## src/hw/rtl/gps_heading_estimator_top_defines.svh

```systemverilog
// ----------------------------------------------------------------------------
// GPS heading estimator: assertion macros
// Concurrent checks that vanish in synthesis builds.
// ----------------------------------------------------------------------------
`ifndef GPS_HEADING_ESTIMATOR_TOP_DEFINES_SVH
`define GPS_HEADING_ESTIMATOR_TOP_DEFINES_SVH

`ifndef SYNTHESIS
`define GPSH_CHECK(lbl, clk, rst_n, prop) \
	lbl: assert property (@(posedge clk) disable iff (!rst_n) prop) \
		else $error("gpsh check failed");
`define GPSH_CHECK_ALWAYS(lbl, clk, prop) \
	lbl: assert property (@(posedge clk) prop) \
		else $error("gpsh check failed");
`else
`define GPSH_CHECK(lbl, clk, rst_n, prop)
`define GPSH_CHECK_ALWAYS(lbl, clk, prop)
`endif

`endif

```

## src/hw/rtl/gpsh_pkg.sv

```systemverilog
// ----------------------------------------------------------------------------
// gpsh_pkg
// Types, constants and the CORDIC angle table of the heading estimator.
// ----------------------------------------------------------------------------
`default_nettype none
package gpsh_pkg;
	localparam int CordicSteps = 16;
	localparam int CntW        = 5;
	localparam int DivBits     = 15;
	localparam int XyW         = 64;
	localparam int ZW          = 35;
	localparam int NumW        = 55;
	localparam int CfgIdxW     = 2;

	localparam logic [CfgIdxW-1:0] CfgMinStep  = 2'd0;
	localparam logic [CfgIdxW-1:0] CfgGateWin  = 2'd1;

	localparam logic signed [ZW-1:0] PiQ30   = 35'sd3373259426;
	localparam logic [19:0]          ConvNum = 20'd900000;
	localparam logic [37:0]          ConvDen = 38'd168577466368;

	// ConvDen = 157 * 2^RecipSh: drop the low RecipSh bits, then divide by 157
	// as a multiply by ceil(2^30 / 157), exact for numerators below 2^26
	localparam int               RecipSh  = 30;
	localparam int               RecipW   = 23;
	localparam logic [RecipW-1:0] RecipDiv = 23'd6839120;

	typedef enum logic [2:0] {
		S_IDLE, S_INIT, S_CORD, S_MUL, S_DIV, S_FIN
	} gpsh_state_t;

	typedef struct packed {
		logic            load;
		logic            init;
		logic            cord;
		logic            mul;
		logic            div;
		logic            fin;
		logic [CntW-1:0] cnt;
	} gpsh_cmd_t;

	typedef struct packed {
		logic in_valid;
		logic out_busy;
	} gpsh_sts_t;

	// atan(2^-i) in radians * 2^30, truncated
	function automatic logic [29:0] atan_q30(input logic [CntW-1:0] i);
		logic [29:0] r;
		case (i)
			5'd0:  r = 30'd843314856;
			5'd1:  r = 30'd497837829;
			5'd2:  r = 30'd263043836;
			5'd3:  r = 30'd133525158;
			5'd4:  r = 30'd67021686;
			5'd5:  r = 30'd33543515;
			5'd6:  r = 30'd16775850;
			5'd7:  r = 30'd8388437;
			5'd8:  r = 30'd4194282;
			5'd9:  r = 30'd2097149;
			5'd10: r = 30'd1048575;
			5'd11: r = 30'd524287;
			5'd12: r = 30'd262143;
			5'd13: r = 30'd131071;
			5'd14: r = 30'd65535;
			5'd15: r = 30'd32767;
			5'd16: r = 30'd16383;
			5'd17: r = 30'd8191;
			5'd18: r = 30'd4095;
			5'd19: r = 30'd2047;
			5'd20: r = 30'd1023;
			5'd21: r = 30'd511;
			5'd22: r = 30'd255;
			5'd23: r = 30'd127;
			default: r = 30'd0;
		endcase
		return r;
	endfunction
endpackage
`default_nettype wire

```

## src/hw/rtl/gpsh_chan_if.sv

```systemverilog
// ----------------------------------------------------------------------------
// gpsh channel interfaces
// Valid/ready channels for GPS fixes and heading results.
// ----------------------------------------------------------------------------
`default_nettype none
interface gpsh_fix_if;
	logic        valid;
	logic        ready;
	logic [29:0] easting_mm;
	logic [33:0] northing_mm;
	logic [47:0] time_us;
	modport source (output valid, easting_mm, northing_mm, time_us, input ready);
	modport sink (input valid, easting_mm, northing_mm, time_us, output ready);
endinterface

interface gpsh_res_if;
	logic               valid;
	logic               ready;
	logic signed [30:0] pos_x_mm;
	logic signed [34:0] pos_y_mm;
	logic signed [15:0] heading_cdeg;
	logic [47:0]        dt_held_us;
	logic               updated;
	logic               backward_seen;
	modport source (output valid, pos_x_mm, pos_y_mm, heading_cdeg, dt_held_us,
		updated, backward_seen, input ready);
	modport sink (input valid, pos_x_mm, pos_y_mm, heading_cdeg, dt_held_us,
		updated, backward_seen, output ready);
endinterface
`default_nettype wire

```

## src/hw/rtl/gps_heading_estimator_top.sv

```systemverilog
// From fix accepted to result valid: init, 16 CORDIC iterations, one scaling
// multiply, one reciprocal divide multiply, then finish (held while the output is busy).
// A fix is taken only while idle, so a new fix waits until the last one has finished.
// The result register lets the next fix enter while a result waits.
// Reset (arst_n low) clears origin, held heading, dt, flags and out_valid; datapath registers are not reset.
// ----------------------------------------------------------------------------
// gps_heading_estimator_top
// GPS fix to local position and gated heading estimate.
// ----------------------------------------------------------------------------
`default_nettype none
module gps_heading_estimator_top (
	input  wire logic                         clk,
	input  wire logic                         arst_n,
	gpsh_fix_if.sink                          fix,
	gpsh_res_if.source                        res,
	input  wire logic                         cfg_we,
	input  wire logic [gpsh_pkg::CfgIdxW-1:0] cfg_idx,
	input  wire logic [15:0]                  cfg_wdata
);
	gpsh_pkg::gpsh_cmd_t cmd;
	gpsh_pkg::gpsh_sts_t sts;

	gpsh_ctrl u_ctrl (
		.clk      (clk),
		.arst_n   (arst_n),
		.sts      (sts),
		.in_ready (fix.ready),
		.cmd      (cmd)
	);

	gpsh_dp u_dp (
		.clk           (clk),
		.arst_n        (arst_n),
		.cmd           (cmd),
		.sts           (sts),
		.in_valid      (fix.valid),
		.easting_mm    (fix.easting_mm),
		.northing_mm   (fix.northing_mm),
		.time_us       (fix.time_us),
		.cfg_we        (cfg_we),
		.cfg_idx       (cfg_idx),
		.cfg_wdata     (cfg_wdata),
		.out_valid     (res.valid),
		.out_ready     (res.ready),
		.pos_x_mm      (res.pos_x_mm),
		.pos_y_mm      (res.pos_y_mm),
		.heading_cdeg  (res.heading_cdeg),
		.dt_held_us    (res.dt_held_us),
		.updated       (res.updated),
		.backward_seen (res.backward_seen)
	);
endmodule
`default_nettype wire

```

## src/hw/rtl/gpsh_ctrl.sv

```systemverilog
// ----------------------------------------------------------------------------
// gpsh_ctrl
// Sequencer: load, init, CORDIC iterations, scaling multiply, divide, finish.
// ----------------------------------------------------------------------------
`default_nettype none
`include "gps_heading_estimator_top_defines.svh"
module gpsh_ctrl (
	input  wire logic               clk,
	input  wire logic               arst_n,
	input  wire gpsh_pkg::gpsh_sts_t sts,
	output logic                    in_ready,
	output gpsh_pkg::gpsh_cmd_t     cmd
);
	gpsh_pkg::gpsh_state_t state_q, state_d;
	logic [gpsh_pkg::CntW-1:0] cnt_q, cnt_d;

	always_ff @(posedge clk or negedge arst_n) begin
		if (!arst_n) begin
			state_q <= gpsh_pkg::S_IDLE;
			cnt_q   <= '0;
		end else begin
			state_q <= state_d;
			cnt_q   <= cnt_d;
		end
	end

	always_comb begin
		state_d  = state_q;
		cnt_d    = cnt_q;
		in_ready = 1'b0;
		cmd      = '0;
		cmd.cnt  = cnt_q;
		case (state_q)
			gpsh_pkg::S_IDLE: begin
				in_ready = 1'b1;
				if (sts.in_valid) begin
					cmd.load = 1'b1;
					state_d  = gpsh_pkg::S_INIT;
				end
			end
			gpsh_pkg::S_INIT: begin
				cmd.init = 1'b1;
				cnt_d    = '0;
				state_d  = gpsh_pkg::S_CORD;
			end
			gpsh_pkg::S_CORD: begin
				cmd.cord = 1'b1;
				cnt_d    = cnt_q + 1'b1;
				if (cnt_q == gpsh_pkg::CntW'(gpsh_pkg::CordicSteps - 1))
					state_d = gpsh_pkg::S_MUL;
			end
			gpsh_pkg::S_MUL: begin
				cmd.mul = 1'b1;
				cnt_d   = '0;
				state_d = gpsh_pkg::S_DIV;
			end
			gpsh_pkg::S_DIV: begin
				cmd.div = 1'b1;
				state_d = gpsh_pkg::S_FIN;
			end
			gpsh_pkg::S_FIN: begin
				// hold until the output register can take the beat
				if (!sts.out_busy) begin
					cmd.fin = 1'b1;
					state_d = gpsh_pkg::S_IDLE;
				end
			end
			default: state_d = gpsh_pkg::S_IDLE;
		endcase
	end

	`GPSH_CHECK(a_load_to_init, clk, arst_n, cmd.load |=> state_q == gpsh_pkg::S_INIT)
	`GPSH_CHECK(a_cord_len, clk, arst_n, (state_q == gpsh_pkg::S_CORD && cnt_q == gpsh_pkg::CntW'(gpsh_pkg::CordicSteps - 1)) |=> state_q == gpsh_pkg::S_MUL)
	`GPSH_CHECK(a_fin_done, clk, arst_n, cmd.fin |=> (state_q == gpsh_pkg::S_IDLE && !$past(sts.out_busy)))
	`GPSH_CHECK_ALWAYS(a_cmd_onehot, clk, $onehot0({cmd.load, cmd.init, cmd.cord, cmd.mul, cmd.div, cmd.fin}))
endmodule
`default_nettype wire

```

## src/hw/rtl/gpsh_dp.sv

```systemverilog
// ----------------------------------------------------------------------------
// gpsh_dp
// Local position, CORDIC atan2, centidegree scaling, gate and held state.
// ----------------------------------------------------------------------------
`default_nettype none
module gpsh_dp (
	input  wire logic                         clk,
	input  wire logic                         arst_n,
	input  wire gpsh_pkg::gpsh_cmd_t          cmd,
	output gpsh_pkg::gpsh_sts_t               sts,
	input  wire logic                         in_valid,
	input  wire logic [29:0]                  easting_mm,
	input  wire logic [33:0]                  northing_mm,
	input  wire logic [47:0]                  time_us,
	input  wire logic                         cfg_we,
	input  wire logic [gpsh_pkg::CfgIdxW-1:0] cfg_idx,
	input  wire logic [15:0]                  cfg_wdata,
	output logic                              out_valid,
	input  wire logic                         out_ready,
	output logic signed [30:0]                pos_x_mm,
	output logic signed [34:0]                pos_y_mm,
	output logic signed [15:0]                heading_cdeg,
	output logic [47:0]                       dt_held_us,
	output logic                              updated,
	output logic                              backward_seen
);
	localparam int XyW  = gpsh_pkg::XyW;
	localparam int ZW   = gpsh_pkg::ZW;
	localparam int RemW = gpsh_pkg::NumW - gpsh_pkg::RecipSh;
	localparam int PrdW = RemW + gpsh_pkg::RecipW;

	logic [15:0] min_step_q;
	logic [14:0] gate_win_q;
	logic        origin_set_q;
	logic [29:0] origin_east_q;
	logic [33:0] origin_north_q;
	logic signed [30:0] last_x_q;
	logic signed [34:0] last_y_q;
	logic [47:0] last_time_q;
	logic signed [15:0] held_heading_q;
	logic [47:0] held_dt_q;
	logic        backward_q;

	logic signed [30:0] x_q;
	logic signed [34:0] y_q;
	logic signed [31:0] dx_q;
	logic signed [35:0] dy_q;
	logic [47:0] dt_q;

	logic signed [XyW-1:0] cx_q, cy_q;
	logic signed [ZW-1:0]  cz_q;
	logic zero_q, step_ok_q, zneg_q;
	logic [RemW-1:0] rem_q;
	logic [gpsh_pkg::DivBits-1:0] quo_q;

	logic out_valid_q;
	logic signed [30:0] out_x_q;
	logic signed [34:0] out_y_q;
	logic signed [15:0] out_head_q;
	logic [47:0] out_dt_q;
	logic out_upd_q, out_back_q;

	// load stage
	logic [29:0] e0_sel;
	logic [33:0] n0_sel;
	logic [47:0] t_last_sel;
	logic signed [30:0] x_new;
	logic signed [34:0] y_new;
	assign e0_sel     = origin_set_q ? origin_east_q : easting_mm;
	assign n0_sel     = origin_set_q ? origin_north_q : northing_mm;
	assign t_last_sel = origin_set_q ? last_time_q : time_us;
	assign x_new = $signed({1'b0, easting_mm}) - $signed({1'b0, e0_sel});
	assign y_new = $signed({1'b0, n0_sel}) - $signed({1'b0, northing_mm});

	// init stage: CORDIC on (-dy, dx), scaled by 2^20
	logic signed [XyW-1:0] xv_s, yv_s;
	logic dy_pos;
	assign xv_s   = (-XyW'(dy_q)) <<< 20;
	assign yv_s   = XyW'(dx_q) <<< 20;
	assign dy_pos = (dy_q > 36'sd0);

	// CORDIC step
	logic signed [XyW-1:0] xsh, ysh;
	logic signed [ZW-1:0]  atan_z;
	assign xsh    = cx_q >>> cmd.cnt;
	assign ysh    = cy_q >>> cmd.cnt;
	assign atan_z = ZW'(gpsh_pkg::atan_q30(cmd.cnt));

	// scaling
	logic [ZW-2:0] zmag;
	assign zmag = cz_q[ZW-1] ? (ZW-1)'(-cz_q) : cz_q[ZW-2:0];

	// rounded divide by ConvDen: shift out 2^30, then reciprocal multiply by 1/157
	logic [gpsh_pkg::NumW-1:0] num_full;
	logic [PrdW-1:0]           div_prod;
	assign num_full = gpsh_pkg::NumW'(zmag * gpsh_pkg::ConvNum)
		+ gpsh_pkg::NumW'(gpsh_pkg::ConvDen >> 1);
	assign div_prod = PrdW'(rem_q) * PrdW'(gpsh_pkg::RecipDiv);

	// gate
	logic signed [15:0] theta;
	logic signed [17:0] diff_raw, diff, back_raw, back, mx;
	logic fwd_ok, back_ok, upd;
	always_comb begin
		if (zero_q)
			theta = '0;
		else if (zneg_q)
			theta = -$signed({1'b0, quo_q});
		else
			theta = $signed({1'b0, quo_q});
		mx       = $signed({3'b0, gate_win_q});
		diff_raw = 18'(held_heading_q) - 18'(theta);
		diff     = diff_raw[17] ? -diff_raw : diff_raw;
		back_raw = diff - 18'sd18000;
		back     = back_raw[17] ? -back_raw : back_raw;
		fwd_ok   = (diff < mx) || (diff > (18'sd36000 - mx));
		back_ok  = back < mx;
		upd      = step_ok_q && (fwd_ok || back_ok);
	end

	always_ff @(posedge clk or negedge arst_n) begin
		if (!arst_n) begin
			min_step_q     <= 16'd250;
			gate_win_q     <= 15'd4000;
			origin_set_q   <= 1'b0;
			origin_east_q  <= '0;
			origin_north_q <= '0;
			last_x_q       <= '0;
			last_y_q       <= '0;
			last_time_q    <= '0;
			held_heading_q <= '0;
			held_dt_q      <= '0;
			backward_q     <= 1'b0;
			out_valid_q    <= 1'b0;
		end else begin
			if (cfg_we) begin
				case (cfg_idx)
					gpsh_pkg::CfgMinStep: min_step_q <= cfg_wdata;
					gpsh_pkg::CfgGateWin: gate_win_q <= cfg_wdata[14:0];
					default: ;
				endcase
			end
			if (cmd.load) begin
				origin_set_q   <= 1'b1;
				origin_east_q  <= e0_sel;
				origin_north_q <= n0_sel;
				last_x_q       <= x_new;
				last_y_q       <= y_new;
				last_time_q    <= time_us;
			end
			if (cmd.fin)
				out_valid_q <= 1'b1;
			else if (out_valid_q && out_ready)
				out_valid_q <= 1'b0;
			if (cmd.fin) begin
				if (upd) begin
					held_heading_q <= theta;
					held_dt_q      <= dt_q;
					if (!fwd_ok)
						backward_q <= 1'b1;
				end
			end
		end
	end

	always_ff @(posedge clk) begin
		if (cmd.load) begin
			x_q  <= x_new;
			y_q  <= y_new;
			dx_q <= 32'(x_new) - 32'(last_x_q);
			dy_q <= 36'(y_new) - 36'(last_y_q);
			dt_q <= time_us - t_last_sel;
		end
		if (cmd.init) begin
			zero_q    <= (dx_q == '0) && (dy_q == '0);
			step_ok_q <= (dt_q != '0) && ((dx_q > $signed({16'b0, min_step_q}))
				|| (dy_q > $signed({20'b0, min_step_q})));
			if (dy_pos) begin
				cx_q <= -xv_s;
				cy_q <= -yv_s;
				cz_q <= (dx_q >= 32'sd0) ? gpsh_pkg::PiQ30 : -gpsh_pkg::PiQ30;
			end else begin
				cx_q <= xv_s;
				cy_q <= yv_s;
				cz_q <= '0;
			end
		end
		if (cmd.cord) begin
			if (!cy_q[XyW-1]) begin
				cx_q <= cx_q + ysh;
				cy_q <= cy_q - xsh;
				cz_q <= cz_q + atan_z;
			end else begin
				cx_q <= cx_q - ysh;
				cy_q <= cy_q + xsh;
				cz_q <= cz_q - atan_z;
			end
		end
		if (cmd.mul) begin
			rem_q  <= num_full[gpsh_pkg::NumW-1:gpsh_pkg::RecipSh];
			zneg_q <= cz_q[ZW-1];
		end
		if (cmd.div)
			quo_q <= div_prod[gpsh_pkg::RecipSh +: gpsh_pkg::DivBits];
		if (cmd.fin) begin
			out_x_q    <= x_q;
			out_y_q    <= y_q;
			out_head_q <= upd ? theta : held_heading_q;
			out_dt_q   <= upd ? dt_q : held_dt_q;
			out_upd_q  <= upd;
			out_back_q <= backward_q || (upd && !fwd_ok);
		end
	end

	assign sts.in_valid  = in_valid;
	assign sts.out_busy  = out_valid_q && !out_ready;
	assign out_valid     = out_valid_q;
	assign pos_x_mm      = out_x_q;
	assign pos_y_mm      = out_y_q;
	assign heading_cdeg  = out_head_q;
	assign dt_held_us    = out_dt_q;
	assign updated       = out_upd_q;
	assign backward_seen = out_back_q;
endmodule
`default_nettype wire
```

## src/flat_wrapper.sv

```systemverilog
// flat-port wrapper written by rule: the top's interface ports become plain ports
module gps_heading_estimator_top_flat 
  (clk, arst_n, cfg_we, cfg_idx, cfg_wdata, fix_valid, fix_easting_mm, fix_northing_mm, fix_time_us, fix_ready, res_valid, res_pos_x_mm, res_pos_y_mm, res_heading_cdeg, res_dt_held_us, res_updated, res_backward_seen, res_ready);
  gpsh_fix_if fix_i ();
  gpsh_res_if res_i ();
  input  wire logic clk;
  input  wire logic arst_n;
  input  wire logic cfg_we;
  input  wire logic [gpsh_pkg::CfgIdxW-1:0] cfg_idx;
  input  wire logic [15:0] cfg_wdata;
  input wire logic [$bits(fix_i.valid)-1:0] fix_valid;
  input wire logic [$bits(fix_i.easting_mm)-1:0] fix_easting_mm;
  input wire logic [$bits(fix_i.northing_mm)-1:0] fix_northing_mm;
  input wire logic [$bits(fix_i.time_us)-1:0] fix_time_us;
  output wire logic [$bits(fix_i.ready)-1:0] fix_ready;
  output wire logic [$bits(res_i.valid)-1:0] res_valid;
  output wire logic [$bits(res_i.pos_x_mm)-1:0] res_pos_x_mm;
  output wire logic [$bits(res_i.pos_y_mm)-1:0] res_pos_y_mm;
  output wire logic [$bits(res_i.heading_cdeg)-1:0] res_heading_cdeg;
  output wire logic [$bits(res_i.dt_held_us)-1:0] res_dt_held_us;
  output wire logic [$bits(res_i.updated)-1:0] res_updated;
  output wire logic [$bits(res_i.backward_seen)-1:0] res_backward_seen;
  input wire logic [$bits(res_i.ready)-1:0] res_ready;
  assign fix_i.valid = fix_valid;
  assign fix_i.easting_mm = fix_easting_mm;
  assign fix_i.northing_mm = fix_northing_mm;
  assign fix_i.time_us = fix_time_us;
  assign fix_ready = fix_i.ready;
  assign res_valid = res_i.valid;
  assign res_pos_x_mm = res_i.pos_x_mm;
  assign res_pos_y_mm = res_i.pos_y_mm;
  assign res_heading_cdeg = res_i.heading_cdeg;
  assign res_dt_held_us = res_i.dt_held_us;
  assign res_updated = res_i.updated;
  assign res_backward_seen = res_i.backward_seen;
  assign res_i.ready = res_ready;
  gps_heading_estimator_top u_core (.clk(clk), .arst_n(arst_n), .fix(fix_i), .res(res_i), .cfg_we(cfg_we), .cfg_idx(cfg_idx), .cfg_wdata(cfg_wdata));
endmodule
```

## config.mk

```make
export PLATFORM = sky130hd
export DESIGN_NAME = gps_heading_estimator_top_flat
export DESIGN_NICKNAME = d
export VERILOG_FILES = /design/src/hw/rtl/gpsh_pkg.sv /design/src/hw/rtl/gpsh_chan_if.sv /design/src/hw/rtl/gps_heading_estimator_top.sv /design/src/hw/rtl/gpsh_ctrl.sv /design/src/hw/rtl/gpsh_dp.sv /design/src/flat_wrapper.sv
export VERILOG_INCLUDE_DIRS = /design/src /design/src/hw/rtl
export SDC_FILE = /design/constraint.sdc
export NUM_CORES = 2
export LEC_CHECK = 0
export ABC_CLOCK_PERIOD_IN_PS = 13000
export BUFFER_PORTS_ARGS = -buffer_cell sky130_fd_sc_hd__buf_2
export CAP_MARGIN = 30
export CELL_PAD_IN_SITES_DETAIL_PLACEMENT = 0
export CELL_PAD_IN_SITES_GLOBAL_PLACEMENT = 1
export CORE_MARGIN = 2
export CORE_UTILIZATION = 40
export CTS_BUF_LIST = sky130_fd_sc_hd__clkbuf_8
export CTS_CLUSTER_SIZE = 8
export DETAILED_ROUTE_END_ITERATION = 8
export GPL_TIMING_DRIVEN = 1
export PLACE_DENSITY_LB_ADDON = 0.2
export SETUP_SLACK_MARGIN = 0.4
export SLEW_MARGIN = 20
export SYNTH_ARGS = -nofsm -noshare
export SYNTH_HDL_FRONTEND = slang
export SYNTH_SLANG_ARGS = --single-unit
```

## constraint.sdc

```tcl
create_clock -name clk -period 13 [get_ports clk]
set_clock_uncertainty 0.2 [all_clocks]
set_input_delay 2.6 -clock clk [delete_from_list [all_inputs] [get_ports clk]]
set_output_delay 2.6 -clock clk [all_outputs]
set_load 0.01 [all_outputs]
```

==> Implementation_results.wiki <==
{| class="wikitable"
! Metric !! Value
|-
| Result of the run || finished, final reports clean
|-
| Routed Antenna Nets || 0
|-
| Post-CTS Repair Setup Buffers || 0
|-
| Total standard cell area after synthesis || ~82000 um2
|-
| CTS max path bufs || 3
|-
| Count of buffering cells on the critical path with inverters included || 5
|-
| Total clock buffers created by CTS || 153
|-
| Clock period minus worst slack || 11.05 ns
|-
| CTS tree || yes
|-
| Worst endpoint data arrival time || approximately 11 ns
|-
| Worst-case headroom to the max-slew limit || 0.271
|-
| Seq/Total Area, Yosys || 0.277
|-
| Portion of synthesized cell area occupied by the leading cell type || 0.190
|-
| Number of cells on the critical path || 34
|-
| Largest net degree at the start of global routing || around 170
|-
| Flip-flop and latch count after synthesis || roughly 800
|-
| Routed length per placed instance || just over 20 um
|-
| Vert. Die Dim || about 460 um
|-
| Avg Synthesized Cell Area || a little under 10 um2
|-
| Share of the core filled with cells in the final layout || 0.437
|-
| Worst Reg2Reg Path Length in Cells || 34
|-
| Buffers on Ports || around 270
|-
| Unrepaired setup endpoints after global routing || false
|-
| Cells resized by post-CTS repair || 0
|-
| Class of the worst hold path || reg -> reg
|-
| Largest fanout on the critical path || 8
|-
| Kind of cell with the highest combined delay on the critical path || adder cells
|-
| Worst R2R Setup Slack || around 2 ns
|-
| Warnings, synthesis || 0
|-
| Routability congestion estimate || 0.906
|-
| Area growth syn-to-layout || 8.71%
|-
| Clock insertion delay at the later pin of the skew report || 0.93 ns
|-
| Predominant post-synthesis flop cell || sky130_fd_sc_hd__edfxtp_1
|-
| Vias in the first global route || 61727
|-
| Clock edge transition at the registers on the reported setup and hold paths || ~0.070 ns
|-
| Critical path class || reg -> reg
|-
| Root Driver || sky130_fd_sc_hd__clkbuf_8
|-
| All-layer global routing usage || 0.222
|-
| Required @ worst endpoint || 13.43 ns
|-
| Total core area || between 200000 and 250000 um2
|-
| Leading cell types by total area after synthesis || sky130_fd_sc_hd__edfxtp_1 19%, sky130_fd_sc_hd__ha_1 12%, sky130_fd_sc_hd__fa_1 11%, sky130_fd_sc_hd__dfrtp_1 8.3%, sky130_fd_sc_hd__mux4_2 5.0%
|-
| Final Routed Wirelength || ~230 mm
|-
| Global-route wire length before repair || 365 mm
|-
| Worst Setup End Kind || register
|-
| Post-layout net count || ~10000
|-
| Transition time at the pin with the least slew margin || approximately 1.1 ns
|-
| Count of cell types in the netlist || between 100 and 150
|-
| DRT Pass-1 Iters || 5
|-
| Period utilisation layout || 0.850
|-
| Worst hold slack || approximately 0.19 ns
|-
| I/O pin count || approximately 270
|-
| Number of rows created at floorplan || between 150 and 200
|-
| CTS sink cnt || between 800 and 900
|-
| Setup crit start kind || register
|-
| Synthesized instance count || 8319
|-
| Post-DR vias/cell || around 5.5
|-
| Via count || 61984
|-
| Most area-hungry cell type in the Yosys netlist || sky130_fd_sc_hd__edfxtp_1
|-
| Final Hold Violating Endpoints || 0
|-
| Share of cells above drive strength 1 || 0.123
|-
| CTS H-tree depth || 4
|-
| Post-synth net total || a little under 10000
|-
| Most instantiated library cell after synthesis || sky130_fd_sc_hd__inv_1
|-
| Violation count after the first detailed-routing iteration || approximately 4200
|-
| GRT Residual Overflow || 0
|-
| Slew Limit Fails || 0
|-
| Crit path top cell by count || sky130_fd_sc_hd__fa_1
|-
| Highest attainable clock frequency || roughly 90 MHz
|-
| Critical Path Slowest Stage Cell || sky130_fd_sc_hd__or4_1
|-
| # DRC || 0
|-
| Max incr delay on CP || about 0.62 ns
|-
| Die Footprint || between 200000 and 250000 um2
|-
| EDFF count, synth || 520
|-
| Most instantiated cells after synthesis || 883 x sky130_fd_sc_hd__inv_1, 783 x sky130_fd_sc_hd__ha_1, 689 x sky130_fd_sc_hd__nand2_1, 526 x sky130_fd_sc_hd__o21ai_0, 523 x sky130_fd_sc_hd__nor2_1
|-
| Final-layout setup total negative slack || 0 ns
|-
| Max-cap violations || 0
|-
| Post-cts hold buffer count || 0
|-
| HPWL reported at the end of detailed placement || between 150 and 200 mm
|-
| Die W || approximately 460 um
|-
| Fillers || between 15000 and 20000
|-
| Effective utilization at floorplan || 0.402
|-
| Setup Viol. Count Final || 0
|-
| Initial antenna violation count || 23
|-
| Async SR Flop Fraction || 0.353
|-
| Worst hold path depth || 0
|}
==> registers in the layout, indices dropped and copies added (netlist names), 36 cells and up <==
name and count:
u_core.u_dp.cx_q 64, u_core.u_dp.cy_q 64, u_core.u_dp.dt_held_us 48, u_core.u_dp.dt_q 48, u_core.u_dp.dy_q 36, u_core.u_dp.held_dt_q 48, u_core.u_dp.last_time_q 48
==> placed cells by master, fill, tap and decap left out, drive strengths merged, types with 80 or more instances in the layout <==
master,n
nor2,529
a21oi,520
mux4,187
buf,323
nand2,690
inv,939
nor2b,86
and3,80
dfrtp,272
xnor2,416
nor3,136
o21a,95
edfxtp,520
a21o,186
o21ai,540
mux2i,167
mux2,233
clkbuf,174
fa,449
nand2b,94
nand3,125
xor2,273
ha,783
==> worst paths after layout <==
kind | to | from
max | u_core.u_dp.rem_q[23] | u_core.u_dp.cz_q[7]
min | u_core.u_dp.pos_x_mm[16] | u_core.u_dp.x_q[16]
max reg2reg | u_core.u_dp.rem_q[23] | u_core.u_dp.cz_q[7]
min reg2reg | u_core.u_dp.pos_x_mm[16] | u_core.u_dp.x_q[16]
max in group asynchronous | u_core.u_ctrl.cnt_q[2] | arst_n
min in group asynchronous | u_core.u_dp.origin_east_q[13] | arst_n
==> layout make-up <==
type	count	area, um2	area share
well taps	2688	3360	0.0377
repair buffers	325	1880	0.0211
clock inverters	108	706	0.00792
inverters	887	3340	0.0375
multi-input cells	6354	54700	0.614
diodes	7	17.5	0.000197
clock buffers	172	2370	0.0266
flip-flops and latches	804	22800	0.255
==> stage by stage <==
stage | std cells | area, um2 | setup WS (ns)
final | 11345 | 89100 | 1.95
after global routing | 11342 | 89100 | 1.15
after CTS | 11334 | 89100 | 1.90
after detailed placement | 11054 | 86000 | 1.94
after global placement | 11049 | 85900 | 2.02
after floorplan | 8319 | 82000 | 3.15
==> cell families (layout without fill, tap and decap cells) <==
logic type,Yosys count,after routing,share of synthesized area
mux,587,587,0.109
other cells,0,7,0
simple gates,2022,2022,0.116
flops,804,804,0.277
xor+xnor,690,690,0.0741
buf+inv,1161,1492,0.0564
fa+ha+maj,1232,1232,0.229
compound gates,1823,1823,0.138
==> routing by layer <==
| layer | vias to the layer above | part of all wire | track usage |
|---|---|---|---|
| li1 | 29912 | - | - |
| met1 | 30382 | 0.46 | 0.309 |
| met2 | 1348 | 0.46 | 0.354 |
| met3 | 324 | 0.044 | 0.0306 |
| met4 | 18 | 0.033 | 0.0761 |
| met5 | - | 0.00049 | 0 |
Power is left out: the tool's default activity adds up to more than one toggle a clock period on the data nets, which glitch-free logic cannot reach.
